[config.mk]
export PLATFORM = sky130hd
export DESIGN_NAME = serial_frame_receiver_core_flat
export DESIGN_NICKNAME = d
export VERILOG_FILES = /design/src/srf_pkg.sv /design/src/srf_byte_if.sv /design/src/srf_result_if.sv /design/src/srf_cfg_regs.sv /design/src/srf_deframer.sv /design/src/serial_frame_receiver_core.sv /design/src/flat_wrapper.sv
export SDC_FILE = /design/constraint.sdc
export NUM_CORES = 1
export LEC_CHECK = 0
export ABC_AREA = 0
export CAP_MARGIN = 5
export CORE_UTILIZATION = 50
export DETAILED_ROUTE_END_ITERATION = 6
export DONT_BUFFER_PORTS = 1
export GPL_TIMING_DRIVEN = 0
export MAX_ROUTING_LAYER = met4
export PLACE_DENSITY = 0.75
export SLEW_MARGIN = 20
export SYNTH_ARGS = -nofsm -noshare
export SYNTH_HDL_FRONTEND = slang
export SYNTH_SLANG_ARGS = --single-unit
[constraint.sdc]
create_clock -name clk -period 5.5 [get_ports clk]
set_input_delay 0.275 -clock clk [delete_from_list [all_inputs] [get_ports clk]]
set_output_delay 0.275 -clock clk [all_outputs]
set_load 0.02 [all_outputs]
[src/srf_pkg.sv]
// ----------------------------------------------------------------------------
// srf_pkg
// Types and constants shared by the serial frame receiver modules.
// ----------------------------------------------------------------------------
`default_nettype none

package srf_pkg;

	localparam int unsigned BYTE_W  = 8;
	localparam int unsigned INDEX_W = 3;

	// Smallest frame able to hold its fixed fields: two start bytes, version,
	// two length bytes, two checksum bytes, two end bytes.
	localparam logic [BYTE_W-1:0] FIXED_BYTES = 8'd9;
	// Reported as ack code when the offset lies beyond the frame.
	localparam logic [BYTE_W-1:0] NO_ACK      = 8'hFF;

	// Configuration register indexes
	localparam logic [INDEX_W-1:0] REG_START_FIRST  = 3'd0;
	localparam logic [INDEX_W-1:0] REG_START_SECOND = 3'd1;
	localparam logic [INDEX_W-1:0] REG_END_FIRST    = 3'd2;
	localparam logic [INDEX_W-1:0] REG_END_SECOND   = 3'd3;
	localparam logic [INDEX_W-1:0] REG_VERSION      = 3'd4;
	localparam logic [INDEX_W-1:0] REG_MIN_LENGTH   = 3'd5;
	localparam logic [INDEX_W-1:0] REG_ACK_OFFSET   = 3'd6;

	typedef struct packed {
		logic [BYTE_W-1:0] start_byte_first;
		logic [BYTE_W-1:0] start_byte_second;
		logic [BYTE_W-1:0] end_byte_first;
		logic [BYTE_W-1:0] end_byte_second;
		logic [BYTE_W-1:0] version_byte;
		logic [BYTE_W-1:0] min_length;
		logic [BYTE_W-1:0] ack_offset;
	} srf_cfg_t;

	typedef struct packed {
		logic              frame_valid;
		logic [BYTE_W-1:0] frame_length;
		logic [BYTE_W-1:0] ack_code;
		logic              bad_frame;
	} srf_result_t;

	typedef enum logic [9:0] {
		PH_HUNT1   = 10'b00_0000_0001,
		PH_HUNT2   = 10'b00_0000_0010,
		PH_VER     = 10'b00_0000_0100,
		PH_LENLO   = 10'b00_0000_1000,
		PH_LENHI   = 10'b00_0001_0000,
		PH_PAYLOAD = 10'b00_0010_0000,
		PH_CHKLO   = 10'b00_0100_0000,
		PH_CHKHI   = 10'b00_1000_0000,
		PH_END1    = 10'b01_0000_0000,
		PH_END2    = 10'b10_0000_0000
	} srf_phase_t;

endpackage

`default_nettype wire

[src/srf_byte_if.sv]
// ----------------------------------------------------------------------------
// srf_byte_if
// Valid/ready channel carrying one received serial byte per item.
// ----------------------------------------------------------------------------
`default_nettype none

interface srf_byte_if;
	logic       valid;
	logic       ready;
	logic [7:0] rx_byte;

	modport source (output valid, output rx_byte, input ready);
	modport sink (input valid, input rx_byte, output ready);
endinterface

`default_nettype wire

[src/srf_result_if.sv]
// ----------------------------------------------------------------------------
// srf_result_if
// Valid/ready channel carrying one deframer result per item.
// ----------------------------------------------------------------------------
`default_nettype none

interface srf_result_if;
	logic       valid;
	logic       ready;
	logic       frame_valid;
	logic [7:0] frame_length;
	logic [7:0] ack_code;
	logic       bad_frame;

	modport source (output valid, output frame_valid, output frame_length,
		output ack_code, output bad_frame, input ready);
	modport sink (input valid, input frame_valid, input frame_length,
		input ack_code, input bad_frame, output ready);
endinterface

`default_nettype wire

[src/srf_cfg_regs.sv]
// ----------------------------------------------------------------------------
// srf_cfg_regs
// Configuration register file: write-only, one register per index.
// ----------------------------------------------------------------------------
`default_nettype none

module srf_cfg_regs (
	input  wire                               clk,
	input  wire                               arst_n,
	input  wire                               wr_en,
	input  wire  [srf_pkg::INDEX_W-1:0]       wr_index,
	input  wire  [srf_pkg::BYTE_W-1:0]        wr_data,
	output srf_pkg::srf_cfg_t                 cfg
);
	import srf_pkg::*;

	srf_cfg_t cfg_q;

	always_ff @(posedge clk or negedge arst_n) begin
		if (!arst_n) begin
			cfg_q <= '{start_byte_first: '0, start_byte_second: '0,
				end_byte_first: '0, end_byte_second: '0, version_byte: '0,
				min_length: FIXED_BYTES, ack_offset: '0};
		end else if (wr_en) begin
			case (wr_index)
				REG_START_FIRST:  cfg_q.start_byte_first  <= wr_data;
				REG_START_SECOND: cfg_q.start_byte_second <= wr_data;
				REG_END_FIRST:    cfg_q.end_byte_first    <= wr_data;
				REG_END_SECOND:   cfg_q.end_byte_second   <= wr_data;
				REG_VERSION:      cfg_q.version_byte      <= wr_data;
				REG_MIN_LENGTH:   cfg_q.min_length        <= wr_data;
				REG_ACK_OFFSET:   cfg_q.ack_offset        <= wr_data;
				default: begin
					// unmapped index: drop the write
				end
			endcase
		end
	end

	assign cfg = cfg_q;

endmodule

`default_nettype wire

[src/srf_deframer.sv]
// ----------------------------------------------------------------------------
// srf_deframer
// Frame state machine: updates the frame state on each stepped byte and
// produces that byte's result combinationally.
// ----------------------------------------------------------------------------
`default_nettype none

module srf_deframer #(
	parameter int unsigned MAX_FRAME = 255
) (
	input  wire                               clk,
	input  wire                               arst_n,
	input  wire                               step,
	input  wire  [srf_pkg::BYTE_W-1:0]        rx_byte,
	input  srf_pkg::srf_cfg_t                 cfg,
	output srf_pkg::srf_result_t              result
);
	import srf_pkg::*;

	localparam logic [BYTE_W-1:0] MaxLen = BYTE_W'(MAX_FRAME);

	srf_phase_t        phase_q, phase_d;
	logic [BYTE_W-1:0] index_q, index_d;
	logic [BYTE_W-1:0] length_q, length_d;
	logic [BYTE_W-1:0] sum_q, sum_d;
	logic [BYTE_W-1:0] chk_q, chk_d;
	logic [BYTE_W-1:0] ack_q, ack_d;
	logic [BYTE_W-1:0] min_len;
	logic [BYTE_W-1:0] index_inc;
	logic [BYTE_W-1:0] start_ack;

	assign min_len   = (cfg.min_length < FIXED_BYTES) ? FIXED_BYTES : cfg.min_length;
	assign index_inc = index_q + 8'd1;
	assign start_ack = (cfg.ack_offset == '0) ? rx_byte : NO_ACK;

	always_comb begin
		phase_d  = phase_q;
		index_d  = index_q;
		length_d = length_q;
		sum_d    = sum_q;
		chk_d    = chk_q;
		ack_d    = ack_q;
		result   = '0;

		if (phase_q != PH_HUNT1) begin
			index_d = index_inc;
			if (index_inc == cfg.ack_offset)
				ack_d = rx_byte;
		end

		case (phase_q)
			PH_HUNT2: begin
				if (rx_byte == cfg.start_byte_second) begin
					phase_d = PH_VER;
				end else if (rx_byte == cfg.start_byte_first) begin
					// restart the candidate at this byte
					phase_d  = PH_HUNT2;
					index_d  = '0;
					sum_d    = '0;
					length_d = '0;
					ack_d    = start_ack;
				end else begin
					phase_d = PH_HUNT1;
				end
			end
			PH_VER: begin
				if (rx_byte == cfg.version_byte) begin
					sum_d   = rx_byte;
					phase_d = PH_LENLO;
				end else begin
					result.bad_frame = 1'b1;
					phase_d          = PH_HUNT1;
				end
			end
			PH_LENLO: begin
				length_d = rx_byte;
				sum_d    = sum_q + rx_byte;
				phase_d  = PH_LENHI;
			end
			PH_LENHI: begin
				sum_d = sum_q + rx_byte;
				// any nonzero high byte puts the length beyond the largest frame
				if (rx_byte != '0 || length_q < min_len || length_q > MaxLen) begin
					result.bad_frame = 1'b1;
					phase_d          = PH_HUNT1;
				end else if (length_q == FIXED_BYTES) begin
					phase_d = PH_CHKLO;
				end else begin
					phase_d = PH_PAYLOAD;
				end
			end
			PH_PAYLOAD: begin
				sum_d = sum_q + rx_byte;
				if ({1'b0, index_inc} + 9'd5 >= {1'b0, length_q})
					phase_d = PH_CHKLO;
			end
			PH_CHKLO: begin
				chk_d   = rx_byte;
				phase_d = PH_CHKHI;
			end
			PH_CHKHI: begin
				phase_d = PH_END1;
			end
			PH_END1: begin
				if (rx_byte == cfg.end_byte_first) begin
					phase_d = PH_END2;
				end else begin
					result.bad_frame = 1'b1;
					phase_d          = PH_HUNT1;
				end
			end
			PH_END2: begin
				if (rx_byte == cfg.end_byte_second && sum_q == chk_q) begin
					result.frame_valid  = 1'b1;
					result.frame_length = length_q;
					result.ack_code     = ack_d;
				end else begin
					result.bad_frame = 1'b1;
				end
				phase_d = PH_HUNT1;
			end
			default: begin
				if (rx_byte == cfg.start_byte_first) begin
					phase_d  = PH_HUNT2;
					index_d  = '0;
					sum_d    = '0;
					length_d = '0;
					ack_d    = start_ack;
				end else begin
					phase_d = PH_HUNT1;
				end
			end
		endcase
	end

	always_ff @(posedge clk or negedge arst_n) begin
		if (!arst_n) begin
			phase_q  <= PH_HUNT1;
			index_q  <= '0;
			length_q <= '0;
			sum_q    <= '0;
			chk_q    <= '0;
			ack_q    <= '0;
		end else if (step) begin
			phase_q  <= phase_d;
			index_q  <= index_d;
			length_q <= length_d;
			sum_q    <= sum_d;
			chk_q    <= chk_d;
			ack_q    <= ack_d;
		end
	end

endmodule

`default_nettype wire

[src/serial_frame_receiver_core.sv]
// ----------------------------------------------------------------------------
// serial_frame_receiver_core
// Byte-serial deframer: start marker hunt, version, length, checksum and end
// marker checks, one result per received byte.
// ----------------------------------------------------------------------------
//
//  Port      Dir    Handshake        Content
//  rx        in     valid/ready      rx_byte, one serial byte per item
//  res       out    valid/ready      frame_valid, frame_length, ack_code,
//                                    bad_frame, one result per byte
//  wr_*      in     wr_en strobe     configuration write, index and data
//
//  Throughput is one byte per cycle while res is not stalled; the result
//  passes through the input register, then the result register.
//  The frame state advances as a byte moves from the input register into
//  the result register, so a stalled result stalls the state as well.
//  Input is refused only while both registers are full and res is stalled.
//  Reset clears the frame state to hunting and loads register defaults;
//  no clearing pass is needed.
//
`default_nettype none

module serial_frame_receiver_core #(
	parameter int unsigned MAX_FRAME = 255
) (
	input  wire                          clk,
	input  wire                          arst_n,
	srf_byte_if.sink                     rx,
	srf_result_if.source                 res,
	input  wire                          wr_en,
	input  wire  [srf_pkg::INDEX_W-1:0]  wr_index,
	input  wire  [srf_pkg::BYTE_W-1:0]   wr_data
);
	import srf_pkg::*;

	srf_cfg_t          cfg;
	srf_result_t       result;
	srf_result_t       result_s2;
	logic              valid_s1;
	logic              valid_s2;
	logic [BYTE_W-1:0] byte_s1;
	logic              adv_s2;

	srf_cfg_regs u_cfg (
		.clk      (clk),
		.arst_n   (arst_n),
		.wr_en    (wr_en),
		.wr_index (wr_index),
		.wr_data  (wr_data),
		.cfg      (cfg)
	);

	srf_deframer #(
		.MAX_FRAME (MAX_FRAME)
	) u_deframer (
		.clk     (clk),
		.arst_n  (arst_n),
		.step    (adv_s2),
		.rx_byte (byte_s1),
		.cfg     (cfg),
		.result  (result)
	);

	assign adv_s2   = valid_s1 && (!valid_s2 || res.ready);
	assign rx.ready = !valid_s1 || adv_s2;

	always_ff @(posedge clk or negedge arst_n) begin
		if (!arst_n) begin
			valid_s1 <= 1'b0;
			valid_s2 <= 1'b0;
		end else begin
			if (rx.ready)
				valid_s1 <= rx.valid;
			if (adv_s2)
				valid_s2 <= 1'b1;
			else if (res.ready)
				valid_s2 <= 1'b0;
		end
	end

	always_ff @(posedge clk) begin
		if (rx.valid && rx.ready)
			byte_s1 <= rx.rx_byte;
		if (adv_s2)
			result_s2 <= result;
	end

	assign res.valid        = valid_s2;
	assign res.frame_valid  = result_s2.frame_valid;
	assign res.frame_length = result_s2.frame_length;
	assign res.ack_code     = result_s2.ack_code;
	assign res.bad_frame    = result_s2.bad_frame;

	// Input backpressure only when the result register is held by the sink
	a_ready_stall: assert property (@(posedge clk) disable iff (!arst_n)
		!rx.ready |-> (valid_s2 && !res.ready))
		else $error("input refused without a stalled result");

	a_good_xor_bad: assert property (@(posedge clk) disable iff (!arst_n)
		res.valid |-> !(res.frame_valid && res.bad_frame))
		else $error("result flags both good and bad frame");

	a_idle_zero: assert property (@(posedge clk) disable iff (!arst_n)
		(res.valid && !res.frame_valid) |-> (res.frame_length == '0 && res.ack_code == '0))
		else $error("length or ack code set without a good frame");

	a_len_range: assert property (@(posedge clk) disable iff (!arst_n)
		(res.valid && res.frame_valid) |->
			(res.frame_length >= FIXED_BYTES
			&& {24'd0, res.frame_length} <= 32'(MAX_FRAME)))
		else $error("good frame length out of range");

endmodule

`default_nettype wire
[src/flat_wrapper.sv]
// flat-port wrapper written by rule: the top's interface ports become plain ports
module serial_frame_receiver_core_flat import srf_pkg::*;
#(
	parameter int unsigned MAX_FRAME = 255
)
  (clk, arst_n, wr_en, wr_index, wr_data, rx_valid, rx_rx_byte, rx_ready, res_valid, res_frame_valid, res_frame_length, res_ack_code, res_bad_frame, res_ready);
  srf_byte_if rx_i ();
  srf_result_if res_i ();
  input  wire clk;
  input  wire arst_n;
  input  wire wr_en;
  input  wire  [srf_pkg::INDEX_W-1:0] wr_index;
  input  wire  [srf_pkg::BYTE_W-1:0] wr_data;
  input wire logic [$bits(rx_i.valid)-1:0] rx_valid;
  input wire logic [$bits(rx_i.rx_byte)-1:0] rx_rx_byte;
  output wire logic [$bits(rx_i.ready)-1:0] rx_ready;
  output wire logic [$bits(res_i.valid)-1:0] res_valid;
  output wire logic [$bits(res_i.frame_valid)-1:0] res_frame_valid;
  output wire logic [$bits(res_i.frame_length)-1:0] res_frame_length;
  output wire logic [$bits(res_i.ack_code)-1:0] res_ack_code;
  output wire logic [$bits(res_i.bad_frame)-1:0] res_bad_frame;
  input wire logic [$bits(res_i.ready)-1:0] res_ready;
  assign rx_i.valid = rx_valid;
  assign rx_i.rx_byte = rx_rx_byte;
  assign rx_ready = rx_i.ready;
  assign res_valid = res_i.valid;
  assign res_frame_valid = res_i.frame_valid;
  assign res_frame_length = res_i.frame_length;
  assign res_ack_code = res_i.ack_code;
  assign res_bad_frame = res_i.bad_frame;
  assign res_i.ready = res_ready;
  serial_frame_receiver_core #(.MAX_FRAME(MAX_FRAME)) u_core (.clk(clk), .arst_n(arst_n), .rx(rx_i), .res(res_i), .wr_en(wr_en), .wr_index(wr_index), .wr_data(wr_data));
endmodule
== Word-level counts from Yosys, hierarchy flattened ==
Cells that the tools add are included.
Word-level totals
  bits in registers: 134
  bits in latches: 0
  memory bits (writable): 0
  ROM bits: 0
  bits of input ports: 24
  output and inout port bits: 20
  word-level logic and storage cells: 119
  memories: 0
Cells by class
  add/sub/neg operators: 3
  multiply operators: 0
  divide/modulo/power cells: 0
  magnitude comparators: 4
  equality and inequality tests: 27
  shift operators: 0
  mux-type cells: 34
  bitwise operators: 2
  reduce and logical (&&, ||, !) cells: 29
Operator list (number)
  $mux W8: 14
  $pmux W10 S9: 1
  $eq A8 B8 Y1: 7
  $pmux W8 S2: 2
  $pmux W8 S4: 1
  $pmux W8 S3: 1
  $mux W10: 2
  $reduce_and A2 Y1: 10
  $mux W17: 1
  $mux W7: 2
  $eq A10 B10 Y1 const B: 1
  $eq A10 B2 Y1 const B: 1
  $eq A10 B3 Y1 const B: 1
  $eq A10 B4 Y1 const B: 1
  $eq A10 B5 Y1 const B: 1
  $eq A10 B6 Y1 const B: 1
  $eq A10 B7 Y1 const B: 1
  $eq A10 B8 Y1 const B: 1
  $eq A10 B9 Y1 const B: 1
  $ne A10 B1 Y1 const B: 1
  $add A8 B3 Y9 const B: 1
  $eq A3 B3 Y1 const B: 3
  $ge A9 B8 Y1: 1
  $add A8 B1 Y8 const B: 1
  27 further kinds: 42

== Logic depth before layout (Yosys ltp) ==
  depth in word-level cells: 7
  mapped depth: 14
  mapped depth without buffers: 12

== By module ==
From an unflattened synthesis, not the netlist that was laid out.
Unflattened totals
  cell total of the unflattened synthesis: 687
  area total of the unflattened synthesis: 7633.6 um^2
By module, submodules not included
  srf_deframer: times used 1, cells an instance 527, area each 4599.4 um^2, seq. area each 1252.5 um^2
  srf_cfg_regs: times used 1, cells an instance 126, area each 2149.6 um^2, seq. area each 1403.8 um^2
  serial_frame_receiver_core: times used 1, cells an instance 34, area each 884.6 um^2, seq. area each 830.8 um^2

== Worst setup path after synthesis ==
Ideal clock, no wire load.
  path type: register to register
  start point: register u_core.u_deframer.index_q[0]
  end point: register u_core.u_deframer.phase_q[1]
  library setup time: 125 ps
  arrival time: 2840 ps
  required time: 5375 ps
  slack: 2535 ps
  cell stages (with the launch flop): 14
  path buffers: 2
  clock period less this slack: 2965 ps
  cells stage by stage: dfrtp_1 -> buf_2 -> inv_1 -> ha_1 -> mux2_2 -> a222oi_1 -> xnor2_1 -> ha_1 -> a21oi_1 -> a21oi_1 -> o21ai_0 -> a21o_1 -> buf_4 -> mux2_2
Between the ends
  longest elaborated chain between the ends: 5
RTL lines
  start, declared: line srf_deframer.sv:23  | logic [BYTE_W-1:0] index_q, index_d;
  start signal, assigned: line srf_deframer.sv:146  | index_q <= index_d;
  $add A8 B1 Y8: line srf_deframer.sv:33  | assign index_inc = index_q + 8'd1;
  $add A8 B3 Y9: line srf_deframer.sv:94  | if ({1'b0, index_inc} + 9'd5 >= {1'b0, length_q})
  $ge A9 B8 Y1: line srf_deframer.sv:94
  $ne A2 B2 Y1 (no line)
  $reduce_and A2 Y1 (no line)
  end signal, assigned: line srf_deframer.sv:145  | phase_q <= phase_d;
  end, declared: line srf_deframer.sv:22  | srf_phase_t phase_q, phase_d;
No other way between the ends.
A chain may end at the register's enable or synchronous reset.

== Final worst setup path ==
  start point: register u_core.byte_s1[1]
  end point: register u_core.u_deframer.ack_q[3]
Between the ends
  longest elaborated chain between the ends: 4
  elaborated cells on any way between the ends: 5
  classes of those cells: 2 x eq/ne; 3 x mux
RTL lines
  start, declared: line serial_frame_receiver_core.sv:41  | logic [BYTE_W-1:0] byte_s1;
  start signal, assigned: line serial_frame_receiver_core.sv:83  | byte_s1 <= rx.rx_byte;
  $eq A8 B8 Y1: line srf_deframer.sv:55, srf_deframer.sv:123
  $mux W8: line srf_deframer.sv:55, srf_deframer.sv:123
  $mux W8: line srf_deframer.sv:53  | if (rx_byte == cfg.start_byte_second) begin
  $pmux W8 S2 (*): line srf_deframer.sv:51  | case (phase_q)
  end signal, assigned: line srf_deframer.sv:150  | ack_q <= ack_d;
  end, declared: line srf_deframer.sv:27  | logic [BYTE_W-1:0] ack_q, ack_d;
Every way passes the cells marked *; elsewhere a longest branch is shown, timed or not.

==> results summary <==
The critical path starts at u_core.byte_s1[1]. The setup slack of the critical path after layout came out at 2.021 ns. The post-place instance area came out at 7615 um^2. In this run the worst hold path is classified as in2reg. The cell with the largest stage delay on the worst path is sky130_fd_sc_hd__clkbuf_1. Setup violations remaining at the end of the flow were counted as 0. The placed wire-length estimate came out at around 12 mm. From left edge to right edge, the die measures 123.5 um. STA classifies the critical path startpoint as a register. In this run the count of I/O pins placed on the die edge is 44. The leakage power is 3.667 nW. Along the worst path, the maximum fanout reaches 10. The critical path depth came out at 9. The first detailed-routing pass took 5 iterations.

The number of antenna violations at the first check in global routing is 0. The proportion of synthesized area in mux cells is a little over an eighth. The setup TNS came out at 0 ns. In this run the worst setup path terminates at u_core.u_deframer.ack_q[3]. The H-tree depth reported by CTS came out at 4. The hold path depth is 1. The count of antenna diodes in the layout came out at 0. Across all hold checks on the routed design, the worst slack comes to between 0.01 and 0.015 ns. The wire length of the first global-routing pass came out at 28.65 mm. The startpoint identified for the worst register-to-register timing path is u_core.byte_s1[1]. The final weighted congestion in routability-driven placement is 0.8949. The count of pins over their slew limit came out at 0. The final count of hold timing violations came to 0. The share of synthesized area occupied by flip-flops and latches is a little under half. STA classifies the critical path endpoint as a register. Power spread over the standard cell area amounts to 372.7 nW/um^2.

The final wirelength is 17.99 mm. The CTS buffer count came out at 17. The highest clock rate came out at 0.2875 GHz.

The cell at the root of the clock tree is sky130_fd_sc_hd__clkbuf_16. The global-route usage over all layers is 26.31%. The top cell type's share of synthesized area came out at 35.58%. The total power is 3.135 mW. In the synthesized netlist the dominant register cell turns out to be sky130_fd_sc_hd__dfrtp_1. The initial utilization of the core area, before any placement, comes to around half. The post-detailed-route count of antenna-violating nets came out at 0.

At the pin with the least slew margin, the transition time is 1.108 ns. The synthesis warning total is 0. Traced cell by cell, the critical path runs through clkbuf_1 > xor2_1 > nor4_1 > nand2_1 > nor4_1 > buf_2 > nor2_1 > nor2_1 > o22a_1. The number of enable-type register cells in the synthesized netlist is 26. The vertical extent of the die came out at 123.5 um. The data arrival time of the worst path came out at 3.84 ns.

The slack of the worst reg-to-reg path came out at 2.02 ns. The max capacitance violation total is 0. The number of buffers inserted by post-CTS setup repair came out at 0. The synthesized netlist cell count is 659.

The wire length per cell came out at around 20 um. The total global routing overflow is 0. The iteration-0 DRC count of the detailed router came out at 550. Counting flops with an async set or reset pin after synthesis yields a share of 80.60%. The region available for standard cell placement spans between 10,000 and 15,000 um^2.

After layout, the worst path uses 63.25% of the clock period. The cell count of the worst reg-to-reg path came out at 9. The number of remaining DRC errors came out at 0. The detail-routed via count per cell is 6.068.

In this design, the stage delay of the slowest critical-path cell is 0.67 ns. After synthesis, the mean cell area works out to 11.21 um^2. The final instance area came out at 8409 um^2. The insertion delay of the later-clocked pin in the worst-skew pair came out at ~0.43 ns. The critical path in this run is classified as reg2reg. The count of nets after finishing came out at 749. The flow ran to the end, and the final reports show no timing, DRC or antenna violations. The count of port buffers added during placement came out at 0.

The worst clock skew came out at 0.006677 ns. The number of clock sinks is 134. The critical path's top delay family is simple AND/OR/NAND/NOR gates. The pin count of the biggest net entering global routing came out at 109.

The area share of xor/xnor cells in the synthesized design came out at approximately a tenth. TritonCTS built the clock tree. Summing the areas of all compound-gate instances in the mapped netlist gives ~8.2% of the synthesized area. Ranked by total cell area, the synthesized netlist is headed by sky130_fd_sc_hd__dfrtp_1, sky130_fd_sc_hd__mux2_2, sky130_fd_sc_hd__edfxtp_1. The basic-gate share of the synthesized area counting and, or, nand and nor cells is 13.32%. Setup repair after global routing left no endpoint under its margin.

The critical path buffer and inverter count came out at 2. The required time of the critical path came out at 5.86 ns. After clock tree synthesis, the clock-pin slew on the worst setup and hold paths is 0.06 ns. The number of flip-flops and latches in the synthesized netlist is about 130.

By area, the combinational part of the netlist is dominated by multiplexers. Counting along the longest clock path gives a buffer depth of 2. The minimum period implied by the final worst setup slack came out at 3.479 ns.

Of the cells placed in the final design, the portion with a size suffix greater than 1 is 20.06%. sky130_fd_sc_hd__dfrtp_1 takes more of the synthesized area than any other cell. The number of standard-cell rows in the floorplan came out at 44. The via count of the first global-routing pass came out at approximately 5,300. The die area is 15,260 um^2. The total vias in the final route is 5,443. The worst-case IR drop observed on VDD is 0.2522 mV. The worst-case headroom to the max-slew limit came out at 25.57%. The total nets after synthesis is 708. From synthesis to final layout, the design area changed by 13.88%. The worst register-to-register path ends at u_core.u_deframer.ack_q[3].

After Yosys synthesis, full adders, half adders and majority gates account for 4.338% of the synthesized area. The cell area after synthesis came out at 7385 um^2. OpenSTA, run right after detailed placement, puts the worst setup slack at 2.142 ns. The distinct cell type count after synthesis came out at 65.
==> power by group <==
part           internal [mW]  switching, mW
logic                  0.366          0.376
clock network          0.617          0.437
registers               1.19          0.149
==> cell usage after synthesis (13+ instances only) <==
master	instances
sky130_fd_sc_hd__buf_2	15
sky130_fd_sc_hd__nand4_1	13
sky130_fd_sc_hd__xnor2_1	34
sky130_fd_sc_hd__inv_1	22
sky130_fd_sc_hd__nor4_1	16
sky130_fd_sc_hd__nor2_1	37
sky130_fd_sc_hd__nand2_1	31
sky130_fd_sc_hd__mux2_2	77
sky130_fd_sc_hd__xor2_1	37
sky130_fd_sc_hd__a21oi_1	18
sky130_fd_sc_hd__clkbuf_1	17
sky130_fd_sc_hd__dfrtp_1	105
sky130_fd_sc_hd__edfxtp_1	26
sky130_fd_sc_hd__o21ai_0	39
sky130_fd_sc_hd__nand3_1	22
sky130_fd_sc_hd__ha_1	24
==> metrics by stage <==
step / utilization (%) / cells
2_1_floorplan: - / 659
6_report: 58.08 / 897
5_1_grt: 58.08 / 897
3_5_place_dp: 52.59 / 843
3_3_place_gp: 52.59 / 843
4_1_cts: 57.84 / 895
==> cell families after synthesis <==
kind of cell               count (synthesis)
xor gates and xnor gates                  76
AOI/OAI and AO/OA                         95
buffers and inverters                     57
muxes                                     91
adders and majority gates                 25
and+or+nand+nor                          181
DFF                                      134
==> cell usage in the layout, fill, tap and decap left out, types with 13 or more instances in the layout <==
master                          count
sky130_fd_sc_hd__xnor2_1           34
sky130_fd_sc_hd__clkbuf_1          19
sky130_fd_sc_hd__a21oi_1           18
sky130_fd_sc_hd__mux2_2            77
sky130_fd_sc_hd__o21ai_0           39
sky130_fd_sc_hd__buf_2             15
sky130_fd_sc_hd__nor2_1            37
sky130_fd_sc_hd__clkbuf_16         17
sky130_fd_sc_hd__dlygate4sd3_1     21
sky130_fd_sc_hd__nand4_1           13
sky130_fd_sc_hd__dfrtp_1          105
sky130_fd_sc_hd__nor4_1            16
sky130_fd_sc_hd__nand2_1           31
sky130_fd_sc_hd__xor2_1            37
sky130_fd_sc_hd__edfxtp_1          26
sky130_fd_sc_hd__inv_1             22
sky130_fd_sc_hd__nand3_1           22
sky130_fd_sc_hd__ha_1              24
==> routing by layer <==
metal / GRT usage (%) / vias to the layer above / share of wire (%)
li1: - / 2459 / -
met1: 33.67 / 2745 / 44
met2: 40.75 / 214 / 48
met3: 5.397 / 25 / 5.8
met4: 10.69 / 0 / 2.0
met5: - / - / 0
==> final cells by class <==
cell class / count / area (um^2)
repair buffers: 22 / 237.7
plain buffers: 35 / 157.7
well taps: 184 / 230.2
flip-flops and latches: 134 / 3487
clock buffers: 19 / 432.9
clock inverters: 13 / 108.9
multi-input cells: 468 / 3672
inverters: 22 / 82.58
fillers: 1173 / 6070
==> worst min path at each step <==
stage / start / to / slack, ns
after detailed placement: arst_n / u_core.u_deframer.ack_q[3] / -0.02
after CTS: wr_data[1] / u_core.u_cfg.cfg[33] / 0.00001
after floorplan: arst_n / u_core.res.valid / -0.02
final: wr_data[7] / u_core.u_cfg.cfg[7] / 0.01
after global placement: arst_n / u_core.u_deframer.ack_q[4] / -0.02
after global routing: wr_data[0] / u_core.u_cfg.cfg[0] / 0.001
==> state kept, by name, indices dropped and copies added, names as in the netlist, 8 cells and up <==
register	cells
u_core.u_deframer.length_q	8
u_core.u_deframer.phase_q	10
u_core.u_deframer.sum_q	8
u_core.u_deframer.ack_q	8
u_core.res.frame_length	8
u_core.res.ack_code	8
u_core.u_deframer.chk_q	8
u_core.u_cfg.cfg	56
u_core.byte_s1	8
u_core.u_deframer.index_q	8
==> what timing repair did <==
item / in CTS / in global routing
hold endpoints to repair: 166 / 2
resized for setup: 0 / 0
hold buffers: 20 / 2
(Power assumes the default switching activity.)
